<file path="config.mk">
export PLATFORM = sky130hd
export DESIGN_NAME = radio_frame_field_parser_core_flat
export DESIGN_NICKNAME = d
export VERILOG_FILES = /design/src/hdl/rffp_pkg.sv /design/src/hdl/rffp_if.sv /design/src/hdl/rffp_parse.sv /design/src/hdl/radio_frame_field_parser_core.sv /design/src/flat_wrapper.sv
export SDC_FILE = /design/constraint.sdc
export NUM_CORES = 1
export LEC_CHECK = 0
export BUFFER_PORTS_ARGS = -buffer_cell sky130_fd_sc_hd__buf_4
export CORE_ASPECT_RATIO = 1.75
export CORE_MARGIN = 5
export CORE_UTILIZATION = 44
export DETAILED_ROUTE_END_ITERATION = 8
export SYNTH_ARGS = -nofsm -noshare
export SYNTH_HDL_FRONTEND = slang
export SYNTH_SLANG_ARGS = --single-unit
export TNS_END_PERCENT = 20
</file>
<file path="constraint.sdc">
create_clock -name clk -period 5 [get_ports clk]
set_clock_uncertainty 0.2 [all_clocks]
set_input_delay 0.75 -clock clk [delete_from_list [all_inputs] [get_ports clk]]
set_output_delay 0.75 -clock clk [all_outputs]
set_load 0.01 [all_outputs]
</file>
<file path="src/hdl/rffp_pkg.sv">
package rffp_pkg;

	// Parser phase, one-hot
	typedef enum logic [5:0] {
		PH_HEADER  = 6'b000001,
		PH_ID      = 6'b000010,
		PH_CMD     = 6'b000100,
		PH_LEN     = 6'b001000,
		PH_PAYLOAD = 6'b010000,
		PH_TRAIL   = 6'b100000
	} phase_t;

	// Result item kinds
	localparam logic [2:0] KIND_HEADER   = 3'd0;
	localparam logic [2:0] KIND_ID       = 3'd1;
	localparam logic [2:0] KIND_CMD      = 3'd2;
	localparam logic [2:0] KIND_LEN      = 3'd3;
	localparam logic [2:0] KIND_PAYLOAD  = 3'd4;
	localparam logic [2:0] KIND_TRAIL    = 3'd5;
	localparam logic [2:0] KIND_CHECKSUM = 3'd6;

	// Frame status codes
	localparam logic [1:0] STAT_OK        = 2'd0;
	localparam logic [1:0] STAT_SHORT     = 2'd1;
	localparam logic [1:0] STAT_CSUM_ERR  = 2'd2;
	localparam logic [1:0] STAT_TRUNCATED = 2'd3;

	// Headers with a fixed id count
	localparam logic [7:0] HDR_ONE_ID  = 8'h14;
	localparam logic [7:0] HDR_TWO_A   = 8'h18;
	localparam logic [7:0] HDR_TWO_B   = 8'h1c;
	localparam logic [7:0] HDR_TWO_C   = 8'h10;
	localparam logic [7:0] HDR_TWO_D   = 8'h3c;
	localparam logic [7:0] HDR_TWO_E   = 8'h0c;
	localparam logic [7:0] HDR_TWO_F   = 8'h2c;

	// Frames of this many bytes or fewer are too short
	localparam logic [2:0] SHORT_LIMIT = 3'd4;
	// Byte counter saturation
	localparam logic [2:0] SEEN_MAX    = 3'd5;
	// Last byte index within a 24-bit id
	localparam logic [1:0] ID_LAST_BYTE = 2'd2;

	typedef struct packed {
		logic [2:0]  item_kind;
		logic [23:0] field_value;
		logic        field_complete;
		logic [7:0]  field_index;
		logic        frame_done;
		logic [1:0]  frame_status;
	} result_t;

	// Number of device ids announced by a header byte
	function automatic logic [1:0] ids_for_header(input logic [7:0] h);
		logic [1:0] n;
		case (h)
			HDR_ONE_ID: n = 2'd1;
			HDR_TWO_A, HDR_TWO_B, HDR_TWO_C,
			HDR_TWO_D, HDR_TWO_E, HDR_TWO_F: n = 2'd2;
			default: n = h[3:2];
		endcase
		return n;
	endfunction

endpackage

</file>
<file path="src/hdl/rffp_if.sv">
// Input channel: one frame byte per item
interface rffp_in_if;
	logic       valid;
	logic       ready;
	logic [7:0] data_byte;
	logic       frame_end;

	modport source (output valid, output data_byte, output frame_end, input ready);
	modport sink   (input valid, input data_byte, input frame_end, output ready);
endinterface

// Output channel: one tagged result per item
interface rffp_out_if;
	logic        valid;
	logic        ready;
	logic [2:0]  item_kind;
	logic [23:0] field_value;
	logic        field_complete;
	logic [7:0]  field_index;
	logic        frame_done;
	logic [1:0]  frame_status;

	modport source (output valid, output item_kind, output field_value,
		output field_complete, output field_index, output frame_done,
		output frame_status, input ready);
	modport sink   (input valid, input item_kind, input field_value,
		input field_complete, input field_index, input frame_done,
		input frame_status, output ready);
endinterface

</file>
<file path="src/hdl/rffp_parse.sv">
module rffp_parse
	import rffp_pkg::*;
(
	input  logic       clk,
	input  logic       arst_n,
	input  logic       step,
	input  logic [7:0] data_byte,
	input  logic       frame_end,
	output result_t    res
);

	phase_t      phase_q, phase_d;
	logic [1:0]  ids_left_q, ids_left_d;
	logic [1:0]  id_number_q, id_number_d;
	logic [1:0]  byte_in_field_q, byte_in_field_d;
	logic [23:0] assembled_q, assembled_d;
	logic [7:0]  payload_left_q, payload_left_d;
	logic [7:0]  payload_pos_q, payload_pos_d;
	logic [7:0]  sum_q, sum_next;
	logic [2:0]  seen_q, seen_next;
	logic [1:0]  ids_dec;
	logic [7:0]  left_dec;

	assign sum_next  = sum_q + data_byte;
	assign seen_next = (seen_q < SEEN_MAX) ? seen_q + 3'd1 : seen_q;
	assign ids_dec   = ids_left_q - 2'd1;
	assign left_dec  = payload_left_q - 8'd1;

	// Result and next state for the byte at hand
	always_comb begin
		res = '0;
		res.field_value = {16'd0, data_byte};
		phase_d         = phase_q;
		ids_left_d      = ids_left_q;
		id_number_d     = id_number_q;
		byte_in_field_d = byte_in_field_q;
		assembled_d     = assembled_q;
		payload_left_d  = payload_left_q;
		payload_pos_d   = payload_pos_q;
		if (frame_end) begin
			res.item_kind  = KIND_CHECKSUM;
			res.frame_done = 1'b1;
			if (seen_next <= SHORT_LIMIT)
				res.frame_status = STAT_SHORT;
			else if (sum_next != 8'd0)
				res.frame_status = STAT_CSUM_ERR;
			else if (phase_q != PH_TRAIL)
				res.frame_status = STAT_TRUNCATED;
			else
				res.frame_status = STAT_OK;
			// back to reset state for the next frame
			phase_d         = PH_HEADER;
			ids_left_d      = '0;
			id_number_d     = '0;
			byte_in_field_d = '0;
			assembled_d     = '0;
			payload_left_d  = '0;
			payload_pos_d   = '0;
		end else begin
			case (phase_q)
				PH_HEADER: begin
					res.item_kind      = KIND_HEADER;
					res.field_complete = 1'b1;
					ids_left_d         = ids_for_header(data_byte);
					id_number_d        = '0;
					byte_in_field_d    = '0;
					assembled_d        = '0;
					phase_d = (ids_for_header(data_byte) != 2'd0) ? PH_ID : PH_CMD;
				end
				PH_ID: begin
					res.item_kind   = KIND_ID;
					res.field_index = {6'd0, id_number_q};
					if (byte_in_field_q == 2'd0)
						assembled_d = {16'd0, data_byte};
					else
						assembled_d = {assembled_q[15:0], data_byte};
					res.field_value = assembled_d;
					if (byte_in_field_q >= ID_LAST_BYTE) begin
						res.field_complete = 1'b1;
						byte_in_field_d    = '0;
						ids_left_d         = ids_dec;
						id_number_d        = id_number_q + 2'd1;
						if (ids_dec == 2'd0)
							phase_d = PH_CMD;
					end else begin
						byte_in_field_d = byte_in_field_q + 2'd1;
					end
				end
				PH_CMD: begin
					res.item_kind = KIND_CMD;
					if (byte_in_field_q == 2'd0) begin
						assembled_d     = {16'd0, data_byte};
						byte_in_field_d = 2'd1;
					end else begin
						assembled_d        = {8'd0, assembled_q[7:0], data_byte};
						res.field_complete = 1'b1;
						byte_in_field_d    = '0;
						phase_d            = PH_LEN;
					end
					res.field_value = assembled_d;
				end
				PH_LEN: begin
					res.item_kind      = KIND_LEN;
					res.field_complete = 1'b1;
					payload_left_d     = data_byte;
					payload_pos_d      = '0;
					phase_d = (data_byte != 8'd0) ? PH_PAYLOAD : PH_TRAIL;
				end
				PH_PAYLOAD: begin
					res.item_kind      = KIND_PAYLOAD;
					res.field_complete = 1'b1;
					res.field_index    = payload_pos_q;
					payload_pos_d      = payload_pos_q + 8'd1;
					payload_left_d     = left_dec;
					if (left_dec == 8'd0)
						phase_d = PH_TRAIL;
				end
				default: begin
					res.item_kind = KIND_TRAIL;
					phase_d       = PH_TRAIL;
				end
			endcase
		end
	end

	// Parser state, advanced once per item
	always_ff @(posedge clk or negedge arst_n) begin
		if (!arst_n) begin
			phase_q         <= PH_HEADER;
			ids_left_q      <= '0;
			id_number_q     <= '0;
			byte_in_field_q <= '0;
			assembled_q     <= '0;
			payload_left_q  <= '0;
			payload_pos_q   <= '0;
			sum_q           <= '0;
			seen_q          <= '0;
		end else if (step) begin
			phase_q         <= phase_d;
			ids_left_q      <= ids_left_d;
			id_number_q     <= id_number_d;
			byte_in_field_q <= byte_in_field_d;
			assembled_q     <= assembled_d;
			payload_left_q  <= payload_left_d;
			payload_pos_q   <= payload_pos_d;
			sum_q           <= frame_end ? 8'd0 : sum_next;
			seen_q          <= frame_end ? 3'd0 : seen_next;
		end
	end

endmodule

</file>
<file path="src/hdl/radio_frame_field_parser_core.sv">
// Radio frame field parser. Takes one frame byte per item, the checksum byte
// marked by frame_end, and gives exactly one tagged result per byte: header,
// device id bytes (value assembled so far), command bytes, length, payload,
// trailing bytes, and on the last byte the checksum with the frame status
// (ok, too short, checksum error, truncated). Fields are reported as they
// arrive; only the final status confirms the frame. Each byte passes through
// an input register and a result register, with the parser state update
// between the two; one item is taken every cycle while the output is not
// stalled. A stalled output fills both registers before input ready drops.
module radio_frame_field_parser_core
	import rffp_pkg::*;
(
	input  logic      clk,
	input  logic      arst_n,
	rffp_in_if.sink   frame,
	rffp_out_if.source result
);

	logic       valid_s1;
	logic [7:0] data_byte_s1;
	logic       frame_end_s1;
	logic       valid_s2;
	result_t    res_s2;
	result_t    res;
	logic       advance;

	// Stage 1 moves on when the result register is free or being emptied
	assign advance     = valid_s1 && (!valid_s2 || result.ready);
	assign frame.ready = !valid_s1 || advance;

	// Input register
	always_ff @(posedge clk or negedge arst_n) begin
		if (!arst_n) begin
			valid_s1 <= 1'b0;
		end else if (frame.ready) begin
			valid_s1 <= frame.valid;
		end
	end

	always_ff @(posedge clk) begin
		if (frame.ready && frame.valid) begin
			data_byte_s1 <= frame.data_byte;
			frame_end_s1 <= frame.frame_end;
		end
	end

	rffp_parse u_parse (
		.clk       (clk),
		.arst_n    (arst_n),
		.step      (advance),
		.data_byte (data_byte_s1),
		.frame_end (frame_end_s1),
		.res       (res)
	);

	// Result register
	always_ff @(posedge clk or negedge arst_n) begin
		if (!arst_n) begin
			valid_s2 <= 1'b0;
		end else if (!valid_s2 || result.ready) begin
			valid_s2 <= valid_s1;
		end
	end

	always_ff @(posedge clk) begin
		if (advance) begin
			res_s2 <= res;
		end
	end

	assign result.valid          = valid_s2;
	assign result.item_kind      = res_s2.item_kind;
	assign result.field_value    = res_s2.field_value;
	assign result.field_complete = res_s2.field_complete;
	assign result.field_index    = res_s2.field_index;
	assign result.frame_done     = res_s2.frame_done;
	assign result.frame_status   = res_s2.frame_status;

endmodule
</file>
<file path="src/flat_wrapper.sv">
// flat-port wrapper written by rule: the top's interface ports become plain ports
module radio_frame_field_parser_core_flat import rffp_pkg::*;
  (clk, arst_n, frame_valid, frame_data_byte, frame_frame_end, frame_ready, result_valid, result_item_kind, result_field_value, result_field_complete, result_field_index, result_frame_done, result_frame_status, result_ready);
  rffp_in_if frame_i ();
  rffp_out_if result_i ();
  input  logic clk;
  input  logic arst_n;
  input wire logic [$bits(frame_i.valid)-1:0] frame_valid;
  input wire logic [$bits(frame_i.data_byte)-1:0] frame_data_byte;
  input wire logic [$bits(frame_i.frame_end)-1:0] frame_frame_end;
  output wire logic [$bits(frame_i.ready)-1:0] frame_ready;
  output wire logic [$bits(result_i.valid)-1:0] result_valid;
  output wire logic [$bits(result_i.item_kind)-1:0] result_item_kind;
  output wire logic [$bits(result_i.field_value)-1:0] result_field_value;
  output wire logic [$bits(result_i.field_complete)-1:0] result_field_complete;
  output wire logic [$bits(result_i.field_index)-1:0] result_field_index;
  output wire logic [$bits(result_i.frame_done)-1:0] result_frame_done;
  output wire logic [$bits(result_i.frame_status)-1:0] result_frame_status;
  input wire logic [$bits(result_i.ready)-1:0] result_ready;
  assign frame_i.valid = frame_valid;
  assign frame_i.data_byte = frame_data_byte;
  assign frame_i.frame_end = frame_frame_end;
  assign frame_ready = frame_i.ready;
  assign result_valid = result_i.valid;
  assign result_item_kind = result_i.item_kind;
  assign result_field_value = result_i.field_value;
  assign result_field_complete = result_i.field_complete;
  assign result_field_index = result_i.field_index;
  assign result_frame_done = result_i.frame_done;
  assign result_frame_status = result_i.frame_status;
  assign result_i.ready = result_ready;
  radio_frame_field_parser_core u_core (.clk(clk), .arst_n(arst_n), .frame(frame_i), .result(result_i));
endmodule
</file>
==> flow_summary_export.csv, run 1 <==
group,metric,value,unit
layout,finalNetCount,509,
grt,grtUsageTotal,17.8,%
clock_tree,clkLatencyLatePin,0.35,ns
clock_tree,clkTransAtPathRegs,0.08,ns
clock_tree,cts_resized,0,
clock_tree,post_cts_buffers,0,
timing,worst_slew_pin_slew,0.807,ns
yosys,ys_seq_area_share,56.7,%
pwr,swShare,31.4,%
timing,post-route-min-period,2.89,ns
clock_tree,cts_hold_buf,0,
setup_path,crit_path_end_kind,"flop",
pwr,p_clk_share,30.2,%
timing,min_period_over_period,57.8,%
layout,mostFrequentLayoutCells,"56 x buf_4, 56 x dfrtp_1, 48 x edfxtp_1",
die,placementRows,52,
pwr,vdd_drop_max,213,µV
clock_tree,clock-root-buffer,"clkbuf_16",
pwr,p_leak,2.48,nW
pwr,total_power,2.31,mW
grt,first_global_vias,3815,
setup_path,cp.depth,5,
yosys,synth.distinct_cells,73,
yosys,syn_avg_cell_area,11.5,µm²
clock_tree,h-tree-depth,3,
detailed_routing,drc_errors,0,
layout,syn_to_final_growth,15.4,%
setup_path,cp.required,5.09,ns
setup_path,crit_buf_inv,2,
setup_path,arrival,2.98,ns
detailed_routing,first_pass_iters,5,
grt,grt_antenna_before_repair,0,
detailed_routing,wl,11900,µm
pwr,powerDensity,395,mW/mm²
timing,setup_violations,0,
timing,fin_ws,2.11,ns
die,io_pins,54,
timing,holdWs,0.249,ns
yosys,synth_cells,439,
die,die_w,91.1,µm
timing,maxSlewViolCount,0,
detailed_routing,routedWlPerCell,19.2,µm
detailed_routing,ant_nets,0,
clock_tree,cts_buffer_depth,2,
grt,grt_pass1_wl,19700,µm
yosys,syn_nets,465,
setup_path,critPathMaxFanout,24,
grt,grt-ovfl-total,0,
setup_path,crit_chain,"buf_4, inv_1, nand3_1, a21oi_1, a22o_1",
timing,setup_tns,0,ns
setup_path,worst-r2r-cell-count,5,
die,fp.dieH,152,µm
yosys,synth-edff-count,48,
clock_tree,cts_tree,"done",
run_status,status,"finished, final reports clean",
timing,clock.fmax,346,MHz
detailed_routing,drt_iter0_drc,172,
yosys,yosys_warnings,0,
setup_path,max_stage_delay,0.74,ns
yosys,synth-seq-cells,105,
grt,grt_start_max_net_pins,58,
setup_path,worst_path_dominant_cell_family,"compound AO/OA/AOI/OAI gates",
placed_design,place_congestion,0.856,
timing,hold_viol,0,
pwr,pwr-share-comb,22.5,%
setup_path,crit_slowest_cell,"a21oi_1",
timing,relSlewSlack,46.2,%
placed_design,dp_hpwl,8190,µm
clock_tree,numCtsBuffers,9,
setup_path,worstSetupPathType,"reg -> reg",
setup_path,critPathLaunchType,"flop",
pwr,intPower,1.58,mW
yosys,syn-cell-area,0.00506,mm²
yosys,synthArstFlopShare,54.3,%
clock_tree,cts_sinks,105,
pwr,seq_power_share,47.3,%
detailed_routing,vias,3663,
layout,drive_gt1_share,20.1,%
layout,fin_util,51.0,%
hold_path,hold_path_class,"in -> async",
detailed_routing,via_per_inst,5.88,
die,die-area,0.0138,mm²
pwr,p_sw,725,µW
placed_design,dp_slack,2.00,ns
die,start_util,44.2,%
layout,diodes,0,
flow_run,drv_cap,0,
yosys,synthFlopType,"dfrtp_1",
placed_design,portBuffers,53,
die,core,0.0115,mm²
timing,rsz0062_at_grt,"no",
flip-flops by register name, summed over array words and instances, names as in the netlist, 2 cells and up:
signal	flops
u_core.result.item_kind	3
u_core.u_parse.ids_left_q	2
u_core.u_parse.phase_q	6
u_core.u_parse.payload_pos_q	8
u_core.u_parse.seen_q	3
u_core.u_parse.payload_left_q	8
u_core.u_parse.assembled_q	16
u_core.result.field_value	24
u_core.result.field_index	8
u_core.u_parse.id_number_q	2
u_core.u_parse.sum_q	8
u_core.result.frame_status	2
u_core.u_parse.byte_in_field_q	2
u_core.data_byte_s1	8
kinds of logic (layout without fill, tap and decap cells):
logic type / count (synthesis) / in the layout / share of synthesized area [%]
buffers and inverters: 39 / 88 / 3.31
DFF: 105 / 105 / 56.7
xor gates and xnor gates: 8 / 8 / 1.38
and+or+nand+nor: 142 / 142 / 16.1
adders and majority gates: 13 / 13 / 3.36
AOI/OAI and AO/OA: 123 / 123 / 17.1
muxes: 9 / 9 / 2.08
synthesized netlist by cell type (4+ instances only):
cell | instances | share of area [%]
a21o_1 | 4 | 0.59
a21oi_1 | 15 | 1.5
a22o_1 | 14 | 2.4
a31oi_1 | 5 | 0.62
and2_1 | 9 | 1.1
and3_1 | 18 | 2.2
buf_2 | 8 | 0.79
clkbuf_1 | 11 | 0.82
dfrtp_1 | 56 | 28
edfxtp_1 | 48 | 28
ha_1 | 12 | 3.0
inv_1 | 16 | 1.2
mux2_2 | 8 | 1.8
nand2_1 | 25 | 1.9
nand2b_1 | 5 | 0.62
nand3_1 | 8 | 0.79
nand3b_1 | 4 | 0.59
nor2_1 | 32 | 2.4
nor3_1 | 8 | 0.79
nor3b_1 | 4 | 0.59
o211ai_1 | 4 | 0.59
o21ai_0 | 36 | 3.6
o31ai_1 | 8 | 1.2
xor2_1 | 5 | 0.87
final cells by class:
class / count / area [µm²]
clock buffers: 9 / 225
clock inverters: 7 / 70.1
well taps: 135 / 169
inverters: 16 / 60.1
repair buffers: 56 / 420
fillers: 1046 / 5610
multi-input cells: 295 / 2030
flip-flops and latches: 105 / 2870
metrics by stage:
| stage | area, µm² | cells |
|---|---|---|
| floorplan | 5060 | 439 |
| global placement | 5540 | 607 |
| detailed placement | 5540 | 607 |
| CTS | 5840 | 623 |
| global route | 5840 | 623 |
| finish | 5840 | 623 |
per-layer routing:
metal	track usage, %	routed length (µm)
met1	20.0	4650
met5	0	0
met3	3.61	422
met2	31.3	6360
met4	9.09	516
power by group through the flow:
stage          logic [mW]  clock network [mW]  registers [mW]
2_1_floorplan       0.385                   0            1.09
3_3_place_gp        0.509                   0            1.11
3_5_place_dp        0.519                   0            1.11
4_1_cts             0.522               0.714            1.09
5_1_grt             0.580               0.753            1.11
6_report            0.519               0.699            1.09
worst paths after layout:
kind                                                     start                                           end  slack, ns
max                              u_core.frame_end_s1$_DFFE_PP_     u_core.u_parse.assembled_q[6]$_DFFE_PN0P_       2.11
min                                                     arst_n    u_core.u_parse.assembled_q[15]$_DFFE_PN0P_       0.25
max reg2reg                      u_core.frame_end_s1$_DFFE_PP_     u_core.u_parse.assembled_q[6]$_DFFE_PN0P_       2.11
min reg2reg                u_core.u_parse.sum_q[6]$_DFFE_PN0P_           u_core.u_parse.sum_q[6]$_DFFE_PN0P_       0.30
max in group asynchronous                               arst_n  u_core.u_parse.payload_left_q[5]$_DFFE_PN0P_       3.82
min in group clk           u_core.u_parse.sum_q[6]$_DFFE_PN0P_           u_core.u_parse.sum_q[6]$_DFFE_PN0P_       0.30
(Power assumes the default switching activity.)
==> run 2, diff against run 1 <==
- clock period: 5 -> 3 ns (I/O delays scaled with it)
==> run 2 against run 1 <==
Hold slack got worse by 0.19 ns. Combinational power increased by 72%. Sequential cell count unchanged. Register-to-register slack worse by 1.7 ns. Clock power is 80% higher. Routed wire length is 1.3% lower. Sequential power rose by 66%. Die area stayed put. Total power is 72% higher. Via count increased by 1.3%. Critical path depth up 2. Non-clock buffer count grew 12. Critical endpoint is now u_core.result.frame_status[1]$_SDFFCE_PP0P_. Highest routed layer unchanged.
==> flow_summary_export.csv, run 2 (synthesis results as in run 1) <==
group,metric,value,unit
clock_tree,clock-root-buffer,"clkbuf_16",
flow_run,drv_cap,0,
die,start_util,44.2,%
run_status,status,"finished, final reports clean",
detailed_routing,drc_errors,0,
timing,setup_tns,0,ns
clock_tree,cts_buffer_depth,2,
pwr,p_leak,2.56,nW
detailed_routing,vias,3712,
layout,fin_util,52.2,%
placed_design,dp_hpwl,8470,µm
setup_path,cp.required,2.89,ns
timing,worst_slew_pin_slew,1.14,ns
die,io_pins,54,
clock_tree,cts_resized,0,
setup_path,crit_path_end_kind,"flop",
clock_tree,h-tree-depth,3,
timing,setup_violations,0,
setup_path,worstSetupPathType,"reg -> reg",
layout,finalNetCount,521,
layout,final_cells,635,
placed_design,place_congestion,0.876,
layout,mostFrequentLayoutCells,"67 x buf_4, 56 x dfrtp_1, 48 x edfxtp_1",
placed_design,dp_slack,0.441,ns
layout,diodes,0,
layout,fillers,1039,
setup_path,arrival,2.46,ns
timing,rsz0062_at_grt,"no",
die,fp.dieH,152,µm
setup_path,critPathLaunchType,"flop",
detailed_routing,first_pass_iters,4,
layout,ff_latch_area,0.00287,mm²
setup_path,critPathMaxFanout,7,
detailed_routing,ant_nets,0,
clock_tree,cts_hold_buf,1,
timing,post-route-min-period,2.56,ns
timing,min_period_over_period,85.5,%
pwr,vdd_drop_max,487,µV
timing,relSlewSlack,23.7,%
layout,multiInputGateArea,0.00203,mm²
placed_design,portBuffers,53,
grt,first_global_vias,3852,
layout,largest_reg_flops,24,
timing,hold_viol,0,
detailed_routing,routedWlPerCell,18.6,µm
die,core,0.0115,mm²
layout,drive_gt1_share,21.6,%
clock_tree,cts_tree,"done",
clock_tree,post_cts_buffers,0,
grt,grt_pass1_wl,19700,µm
timing,maxSlewViolCount,0,
grt,grt_start_max_net_pins,58,
hold_path,hold_path_class,"in -> reg",
timing,fin_ws,0.436,ns
grt,grt-ovfl-total,0,
clock_tree,clkLatencyLatePin,0.36,ns
clock_tree,clkTransAtPathRegs,0.08,ns
timing,clock.fmax,390,MHz
detailed_routing,drt_iter0_drc,247,
detailed_routing,via_per_inst,5.85,
grt,grtUsageTotal,17.7,%
layout,syn_to_final_growth,18.0,%
die,placementRows,52,
clock_tree,cts_sinks,105,
pwr,powerDensity,665,mW/mm²
placed_design,dpl.cell_count,618,
die,die-area,0.0138,mm²
detailed_routing,wl,11800,µm
clock_tree,numCtsBuffers,9,
grt,grt_antenna_before_repair,0,
layout,final_common_cell,"buf_4",
die,die_w,91.1,µm
[run 2: changes by cell type in the layout (fill, tap and decap cells not counted), sizes merged]
cell,delta
buf,+11
inv,-1
clkinv,+1
clkinvlp,-1
clkbuf,+1
dlygate4sd3,+1
[run 2: final timing paths]
| kind | startpoint | end | slack (ns) | cells after the start |
|---|---|---|---|---|
| worst max-delay path | u_core.data_byte_s1[1]$_DFFE_PP_ | u_core.result.frame_status[1]$_SDFFCE_PP0P_ | 0.44 | 7 |
| worst min-delay path | frame_data_byte[3] | u_core.data_byte_s1[3]$_DFFE_PP_ | 0.06 | 1 |
| worst max register to register | u_core.data_byte_s1[1]$_DFFE_PP_ | u_core.result.frame_status[1]$_SDFFCE_PP0P_ | 0.44 | 7 |
| worst min register to register | u_core.u_parse.sum_q[6]$_DFFE_PN0P_ | u_core.u_parse.sum_q[6]$_DFFE_PN0P_ | 0.29 | 2 |
| max in group asynchronous | arst_n | u_core.u_parse.payload_pos_q[2]$_DFFE_PN0P_ | 1.60 | 2 |
| min in group asynchronous | arst_n | u_core.u_parse.assembled_q[14]$_DFFE_PN0P_ | 0.51 | 2 |
[run 2: final cells by class]
cell class	instances	area share (%)
multi-input combinational	295	33.9
timing repair buffer	68	8.59
tap	135	2.83
clock inverter	6	1.47
clock buffer	10	4.19
inverter	16	1.01
sequential	105	48.0
[run 2: worst max-delay path, cell delays in order (launching register included)]
cell and delay [ns]:
edfxtp_1 0.52, inv_1 0.10, fa_1 0.43, nor2b_1 0.19, o31ai_1 0.11, a311oi_1 0.42, and4_1 0.25, a31oi_1 0.08
[run 2: routing by layer]
metal  up-vias  track usage [%]  share of wire [%]
met5         -                0                  0
met4         0             9.23                3.8
met3        23             2.92                3.2
met2        77             30.7                 53
met1      1837             20.8                 40
li1       1775                -                  -
[run 2: report_power, final]
part	leakage, nW	switching [mW]	internal (mW)	total (mW)
combinational	1.16	0.501	0.394	0.895
clock	0.163	0.606	0.658	1.26
sequential	1.24	0.138	1.67	1.81
total	2.56	1.24	2.73	3.97
[run 2: per-stage QoR]
| stage | instance area, µm² | hold slack [ns] | total power [mW] |
|---|---|---|---|
| finish | 5970 | 0.0615 | 3.97 |
| global placement | 5630 | 0.269 | 2.71 |
| global route | 5970 | 0.0486 | 4.20 |
| detailed placement | 5630 | 0.281 | 2.73 |
| floorplan | 5060 | -0.0456 | 2.45 |
| CTS | 5970 | 0.0533 | 4.01 |
